===== src/sprite_xor_framebuffer_macros.svh =====
// Assertion macros shared by the framebuffer RTL.
`ifndef SPRITE_XOR_FRAMEBUFFER_MACROS_SVH
`define SPRITE_XOR_FRAMEBUFFER_MACROS_SVH

// Check cons in the same cycle as ante.
`define SXF_ASSERT_NOW(label, ante, cons, msg) \
    label: assert property (@(posedge clk) disable iff (!rst_n) (ante) |-> (cons)) \
        else $error(msg);

// Check cons in the cycle after ante.
`define SXF_ASSERT_NEXT(label, ante, cons, msg) \
    label: assert property (@(posedge clk) disable iff (!rst_n) (ante) |=> (cons)) \
        else $error(msg);

`endif


===== src/sxf_pkg.sv =====
// Types, constants and wrap tables for the sprite framebuffer.
`default_nettype none

package sxf_pkg;

    localparam int SCREEN_WIDTH  = 64;
    localparam int SCREEN_HEIGHT = 32;

    // Sprite row geometry: eight pixels, bit 7 leftmost
    localparam int SPRITE_PIXELS = 8;
    localparam int SPRITE_MSB    = 7;

    localparam int COL_W = $clog2(SCREEN_WIDTH);
    localparam int ROW_W = $clog2(SCREEN_HEIGHT);

    localparam logic [COL_W:0] COL_LIMIT = (COL_W + 1)'(SCREEN_WIDTH);
    localparam logic [ROW_W:0] ROW_LIMIT = (ROW_W + 1)'(SCREEN_HEIGHT);

    typedef enum logic [1:0] {
        OP_CLEAR = 2'd0,
        OP_DRAW  = 2'd1,
        OP_READ  = 2'd2
    } op_t;

    typedef struct packed {
        logic [1:0] opcode;
        logic [7:0] pos_x;
        logic [7:0] pos_y;
        logic [3:0] row_index;
        logic [7:0] sprite_row;
    } cmd_t;

    typedef struct packed {
        logic       collision;
        logic [7:0] pixels_out;
    } res_t;

    // Write request from the row datapath to the frame store
    typedef struct packed {
        logic                    wr_en;
        logic                    clear;
        logic [ROW_W-1:0]        row;
        logic [SCREEN_WIDTH-1:0] data;
        logic                    flag_en;
        logic                    flag;
    } frame_wr_t;

    typedef logic [COL_W-1:0] col_tab_t [256];
    typedef logic [ROW_W-1:0] row_tab_t [256];
    typedef logic [ROW_W-1:0] idx_tab_t [16];

    function automatic col_tab_t build_col_tab();
        col_tab_t t;
        for (int i = 0; i < 256; i++) begin
            t[i] = COL_W'(i % SCREEN_WIDTH);
        end
        return t;
    endfunction

    function automatic row_tab_t build_row_tab();
        row_tab_t t;
        for (int i = 0; i < 256; i++) begin
            t[i] = ROW_W'(i % SCREEN_HEIGHT);
        end
        return t;
    endfunction

    function automatic idx_tab_t build_idx_tab();
        idx_tab_t t;
        for (int i = 0; i < 16; i++) begin
            t[i] = ROW_W'(i % SCREEN_HEIGHT);
        end
        return t;
    endfunction

    // Byte-wide coordinates and the 4-bit row index reduced modulo the screen size
    localparam col_tab_t COL_WRAP = build_col_tab();
    localparam row_tab_t ROW_WRAP = build_row_tab();
    localparam idx_tab_t IDX_WRAP = build_idx_tab();

endpackage

`default_nettype wire


===== src/sxf_frame.sv =====
// Frame store: one register row per screen line plus the collision flag.
`default_nettype none

module sxf_frame
    import sxf_pkg::*;
(
    input  wire logic                    clk,
    input  wire logic                    rst_n,
    input  wire logic [ROW_W-1:0]        rd_row,
    output logic      [SCREEN_WIDTH-1:0] rd_data,
    output logic                         flag,
    input  wire frame_wr_t               wr
);

    logic [SCREEN_WIDTH-1:0] frame_reg  [SCREEN_HEIGHT];
    logic [SCREEN_WIDTH-1:0] frame_next [SCREEN_HEIGHT];
    logic                    flag_reg;
    logic                    flag_next;

    // Read one line
    assign rd_data = frame_reg[rd_row];
    assign flag    = flag_reg;

    // Clear every line or replace the addressed one
    always_comb
    begin
        frame_next = frame_reg;
        if (wr.wr_en)
        begin
            if (wr.clear)
            begin
                for (int r = 0; r < SCREEN_HEIGHT; r++)
                begin
                    frame_next[r] = '0;
                end
            end
            else
            begin
                frame_next[wr.row] = wr.data;
            end
        end
    end

    // Update the sticky flag
    always_comb
    begin
        flag_next = flag_reg;
        if (wr.flag_en)
        begin
            flag_next = wr.flag;
        end
    end

    always_ff @(posedge clk or negedge rst_n)
    begin
        if (!rst_n)
        begin
            for (int r = 0; r < SCREEN_HEIGHT; r++)
            begin
                frame_reg[r] <= '0;
            end
            flag_reg <= 1'b0;
        end
        else
        begin
            frame_reg <= frame_next;
            flag_reg  <= flag_next;
        end
    end

endmodule

`default_nettype wire


===== src/sxf_row_op.sv =====
// Row datapath: wraps coordinates, XORs a sprite row, gathers read pixels.
`default_nettype none

module sxf_row_op
    import sxf_pkg::*;
(
    input  wire logic                    fire,
    input  wire cmd_t                    cmd,
    input  wire logic [SCREEN_WIDTH-1:0] rd_data,
    input  wire logic                    flag,
    output logic      [ROW_W-1:0]        rd_row,
    output frame_wr_t                    wr,
    output res_t                         res
);

    logic [ROW_W-1:0]        row_base;
    logic [ROW_W:0]          row_sum;
    logic [ROW_W-1:0]        draw_row;
    logic [COL_W-1:0]        col_base;
    logic [COL_W:0]          col_sum;
    logic [COL_W-1:0]        col_k;
    logic [SCREEN_WIDTH-1:0] mask;
    logic [7:0]              pix;
    logic                    hit;
    logic                    flag_start;
    logic                    flag_new;
    logic                    is_draw;
    logic                    is_clear;
    logic                    is_read;

    assign is_draw  = (cmd.opcode == OP_DRAW);
    assign is_clear = (cmd.opcode == OP_CLEAR);
    assign is_read  = (cmd.opcode == OP_READ);

    // Wrap the target line: both terms are already below the height
    always_comb
    begin
        row_base = ROW_WRAP[cmd.pos_y];
        row_sum  = {1'b0, row_base} + {1'b0, IDX_WRAP[cmd.row_index]};
        if (row_sum >= ROW_LIMIT)
        begin
            row_sum = row_sum - ROW_LIMIT;
        end
        draw_row = row_sum[ROW_W-1:0];
        rd_row   = is_draw ? draw_row : row_base;
    end

    // Place each sprite bit at its wrapped column and pick up read pixels
    always_comb
    begin
        col_base = COL_WRAP[cmd.pos_x];
        mask     = '0;
        pix      = '0;
        col_sum  = '0;
        col_k    = '0;
        for (int k = 0; k < SPRITE_PIXELS; k++)
        begin
            col_sum = {1'b0, col_base} + (COL_W + 1)'(k);
            if (col_sum >= COL_LIMIT)
            begin
                col_sum = col_sum - COL_LIMIT;
            end
            col_k = col_sum[COL_W-1:0];
            mask  = mask | (SCREEN_WIDTH'(cmd.sprite_row[SPRITE_MSB - k]) << col_k);
            pix[SPRITE_MSB - k] = rd_data[col_k];
        end
    end

    // Collision restarts at the first sprite row
    always_comb
    begin
        hit        = |(rd_data & mask);
        flag_start = (cmd.row_index == '0) ? 1'b0 : flag;
        flag_new   = flag_start | hit;
    end

    // Drive the store write and the result
    always_comb
    begin
        wr.wr_en   = fire && (is_draw || is_clear);
        wr.clear   = is_clear;
        wr.row     = draw_row;
        wr.data    = rd_data ^ mask;
        wr.flag_en = fire && is_draw;
        wr.flag    = flag_new;

        res.collision  = is_draw ? flag_new : flag;
        res.pixels_out = is_read ? pix : '0;
    end

endmodule

`default_nettype wire


===== src/sprite_xor_framebuffer.sv =====
// Top level of the sprite XOR framebuffer: command and result registers.
//
//  Channel  Handshake             Payload  Notes
//  cmd      cmd_valid/cmd_stall   cmd_t    clear, draw row or read eight pixels
//  res      res_valid/res_stall   res_t    one result per command
//
// One command per cycle while res_stall is low; each passes the command then the result register.
// The whole frame sits in flip-flops, so a clear empties every line at once.
// Reset clears the frame, the collision flag and both valid bits at once.
// A stalled result holds the command register; cmd_stall rises only when
// both registers are full and res_stall is high.
`default_nettype none

`include "sprite_xor_framebuffer_macros.svh"

module sprite_xor_framebuffer
    import sxf_pkg::*;
(
    input  wire logic clk,
    input  wire logic rst_n,
    input  wire logic cmd_valid,
    output logic      cmd_stall,
    input  wire cmd_t cmd,
    output logic      res_valid,
    input  wire logic res_stall,
    output res_t      res
);

    logic                    cmd_valid_reg;
    logic                    cmd_valid_next;
    cmd_t                    cmd_reg;
    cmd_t                    cmd_next;
    logic                    res_valid_reg;
    logic                    res_valid_next;
    res_t                    res_reg;
    res_t                    res_next;
    logic                    advance;
    logic                    fire;
    logic [ROW_W-1:0]        rd_row;
    logic [SCREEN_WIDTH-1:0] rd_data;
    logic                    flag;
    frame_wr_t               wr;
    res_t                    op_res;

    // Move a transaction on when the result register is free or draining
    assign advance   = !res_valid_reg || !res_stall;
    assign fire      = cmd_valid_reg && advance;
    assign cmd_stall = cmd_valid_reg && !advance;
    assign res_valid = res_valid_reg;
    assign res       = res_reg;

    sxf_frame u_frame (
        .clk     (clk),
        .rst_n   (rst_n),
        .rd_row  (rd_row),
        .rd_data (rd_data),
        .flag    (flag),
        .wr      (wr)
    );

    sxf_row_op u_row_op (
        .fire    (fire),
        .cmd     (cmd_reg),
        .rd_data (rd_data),
        .flag    (flag),
        .rd_row  (rd_row),
        .wr      (wr),
        .res     (op_res)
    );

    // Load the command register whenever it is not stalled
    always_comb
    begin
        cmd_valid_next = cmd_valid_reg;
        cmd_next       = cmd_reg;
        if (!cmd_stall)
        begin
            cmd_valid_next = cmd_valid;
            if (cmd_valid)
            begin
                cmd_next = cmd;
            end
        end
    end

    // Capture the result as the command retires
    always_comb
    begin
        res_valid_next = res_valid_reg;
        res_next       = res_reg;
        if (advance)
        begin
            res_valid_next = cmd_valid_reg;
            if (fire)
            begin
                res_next = op_res;
            end
        end
    end

    always_ff @(posedge clk or negedge rst_n)
    begin
        if (!rst_n)
        begin
            cmd_valid_reg <= 1'b0;
            res_valid_reg <= 1'b0;
        end
        else
        begin
            cmd_valid_reg <= cmd_valid_next;
            res_valid_reg <= res_valid_next;
        end
    end

    always_ff @(posedge clk)
    begin
        cmd_reg <= cmd_next;
        res_reg <= res_next;
    end

    `SXF_ASSERT_NEXT(a_clear_empties, fire && cmd_reg.opcode == OP_CLEAR,
        rd_data == '0, "line not empty after clear")
    `SXF_ASSERT_NOW(a_res_from_cmd, $rose(res_valid_reg),
        $past(cmd_valid_reg), "result without command")
    `SXF_ASSERT_NEXT(a_flag_kept, fire && cmd_reg.opcode != OP_DRAW,
        res_reg.collision == $past(flag), "collision changed without draw")
    `SXF_ASSERT_NEXT(a_pixels_read_only, fire && cmd_reg.opcode != OP_READ,
        res_reg.pixels_out == '0, "pixels on non-read result")

endmodule

`default_nettype wire

===== config.mk =====
export PLATFORM = sky130hd
export DESIGN_NAME = sprite_xor_framebuffer
export DESIGN_NICKNAME = d
export VERILOG_FILES = /design/src/sxf_pkg.sv /design/src/sxf_frame.sv /design/src/sxf_row_op.sv /design/src/sprite_xor_framebuffer.sv
export VERILOG_INCLUDE_DIRS = /design/src /design/src/src
export SDC_FILE = /design/constraint.sdc
export NUM_CORES = 2
export LEC_CHECK = 0
export BUFFER_PORTS_ARGS = -buffer_cell sky130_fd_sc_hd__buf_2
export CAP_MARGIN = 30
export CORE_UTILIZATION = 65
export CTS_CLUSTER_SIZE = 25
export DETAILED_ROUTE_END_ITERATION = 8
export PLACE_DENSITY = 0.86
export SLEW_MARGIN = 10
export SYNTH_ARGS = -nofsm -noshare
export SYNTH_HDL_FRONTEND = slang
export SYNTH_HIERARCHICAL = 1
export SYNTH_SLANG_ARGS = --single-unit

===== constraint.sdc =====
create_clock -name clk -period 13.86 [get_ports clk]
set_clock_uncertainty 0.15 [all_clocks]
set_input_delay 1.386 -clock clk [delete_from_list [all_inputs] [get_ports clk]]
set_output_delay 1.386 -clock clk [all_outputs]
set_load 0.05 [all_outputs]

==> impl_metrics.yaml <==
status:
  status: "finished with violations"
  violations: "design-rule violations"
clock_tree:
  cts_sinks: 2085
  cts.repair.resized: 0
  cts_tree: "done"
  cts.reportedPaths.clkPinSlew_ns: 0.06
  cts_hold_repair.buffers: 0
  clockBufferDepth: 3
  cts_root_buf: "clkbuf_16"
  post_cts_buffers: 0
  htreeDepth: 4
  numCtsBuffers: 200
  worstSkewPairLatency_ns: 0.88
yosys:
  syn-instance-count: 7634
  yosys_warnings: 6
  avgSynthCellArea_sq_um: 13.1
  synth_nets: 7746
  netlist_area_sq_mm: 0.0998
floorplan:
  design.core.area_sq_mm: 0.152
  start_util: 0.656
  num_rows: 143
  dieArea_sq_mm: 0.155
  io-pin-count: 45
  fp.dieW_microns: 394
  fp.dieH_microns: 394
global_routing:
  grt_use_total: 0.499
  grt_pass1_vias: 82400
  antenna_found_initial: 26
  grt_pass1_wl_microns: 566000
  grt_overflow: 0
  grt_max_degree: 199
timing:
  finalMaxSlewViolations: 0
  period_share: 0.560
  rsz0062_at_grt: "false"
  tightest_slew_ns: 1.25
  slew_headroom: 0.166
  finalHoldViolations: 0
  finalCriticalPeriod_ns: 7.76
  finalSetupViolations: 0
  fmax_ghz: 0.129
  holdWs_ns: 0.333
  fin_tns_setup_ns: 0
drt:
  drt.antenna.violating_nets: 0
  num_vias: 81600
  drc: 2
  drt_wl_total_microns: 393000
  vias_per_cell: 8.59
  wl_per_cell_microns: 41.4
  first_iter_violations: 13900
  first_pass_iters: 9
min_path:
  min_path_type: "reg2reg"
critical_path:
  crit_family: "simple AND/OR/NAND/NOR gates"
  arrival_ns: 8.19
  path_common_cell: "buf_4"
  end_kind: "flip-flop"
  crit_required_ns: 14.29
  path_class: "reg2reg"
  path_buf_inv: 4
  crit_fanout: 46
  crit_slowest_cell: "nor4_1"
  worst_path_largest_cell_delay_ns: 0.91
  cp-start-kind: "flip-flop"
  crit_chain: "ha_1 > inv_1 > fa_1 > o21ai_4 > buf_4 > buf_4 > nor4bb_4 > buf_4 > a22oi_1 > nand4_1 > a211oi_2 > ha_1 > nor4_1 > nand4_1 > nor4_1 > nand2_1 > mux2_2"
power_and_ir_drop:
  vdd_drop_max_mv: 0.116
  p_leak_nw: 45.8
  powerDensity_mw_per_mm2: 151
place:
  gp_congestion: 1.04
  port_buffers: 39
  hpwlAfterDp_microns: 218000
finish:
  nFillCells: 9143
  drive_gt1_frac: 0.162
  syn_to_final_growth_pct: 9.55
  nNetsFinal: 7405
  largest_reg_flops: 2048
flow_run:
  max-cap-violations: 0
-- final cells by class --
type	instances	area, sq um	share of cell area
Timing Repair Buffer	360	3710	0.0340
Clock buffer	289	5790	0.0530
Clock inverter	80	1300	0.0119
Tap cell	2030	2540	0.0232
Antenna cell	12	30.0	0.000275
Sequential cell	2085	52300	0.479
Multi-Input combinational cell	4635	43500	0.398
Inverter	11	41.3	0.000378
-- through the flow --
step,instances,cell area (sq um),util,power (mW),setup WS [ns]
final,9502,109000,0.719,16.5,6.10
after global routing,9491,109000,0.718,16.8,6.07
after CTS,9444,108000,0.713,16.2,6.46
after detailed placement,9075,101000,0.667,10.3,6.49
after global placement,9024,100000,0.661,10.2,6.53
after floorplan,7634,99800,-,8.99,9.28
-- layer usage --
layer  wire length (microns)  vias up  GRT usage
met2                  161000     8191      0.679
met4                   36300       46      0.362
li1                        -    29800          -
met5                    1070        -     0.0185
met1                  128000    40800      0.609
met3                   67100     2738      0.252
-- cell usage in the layout (no fill, tap or decap), types with 22 or more instances in the layout --
cell	count
clkbuf_1	46
buf_16	31
clkbuf_8	42
nand3_1	106
buf_2	42
clkinv_2	28
nor4_1	32
a21oi_1	43
o2bb2ai_1	2049
clkbuf_16	202
a211oi_2	37
nor3_1	91
bufinv_16	26
a22oi_1	275
mux2i_1	577
a31oi_1	22
nand4_1	82
edfxtp_1	34
buf_4	225
a32oi_1	26
mux4_2	343
buf_8	41
ha_1	77
o22ai_1	90
nand2_1	211
o21ai_4	33
nand2_4	32
dfrtp_1	2051
a211oi_1	24
nor2_1	130
-- worst register-to-register path: cells and delay by family (launching register included) --
family	cells	cell delay, ns
simple gates	6	2.34
buf+inv	4	2.21
compound gates	3	1.05
fa+ha+maj	3	1.04
flops	1	0.40
mux	1	0.32
-- worst paths after layout --
path,startpoint,slack [ns],cells after the start,endpoint
setup / recovery,cmd_reg[8]$_DFFE_PP_,6.10,17,res[8]$_DFFE_PP_
hold / removal,u_frame/frame_reg[727]$_DFFE_PN0P_,0.33,1,u_frame/frame_reg[727]$_DFFE_PN0P_
setup reg to reg,cmd_reg[8]$_DFFE_PP_,6.10,17,res[8]$_DFFE_PP_
hold reg to reg,u_frame/frame_reg[727]$_DFFE_PN0P_,0.33,1,u_frame/frame_reg[727]$_DFFE_PN0P_
max in group asynchronous,rst_n,9.86,4,u_frame/frame_reg[290]$_DFFE_PN0P_
min in group asynchronous,rst_n,0.37,1,res_valid$_DFFE_PN0P_
-- power by group --
| part | switching (mW) | internal, mW | total (mW) |
|---|---|---|---|
| sequential | 0.365 | 6.66 | 7.03 |
| clock | 2.52 | 3.40 | 5.93 |
| combinational | 2.31 | 1.26 | 3.57 |
No activity file was read; power rests on OpenSTA's default activity.
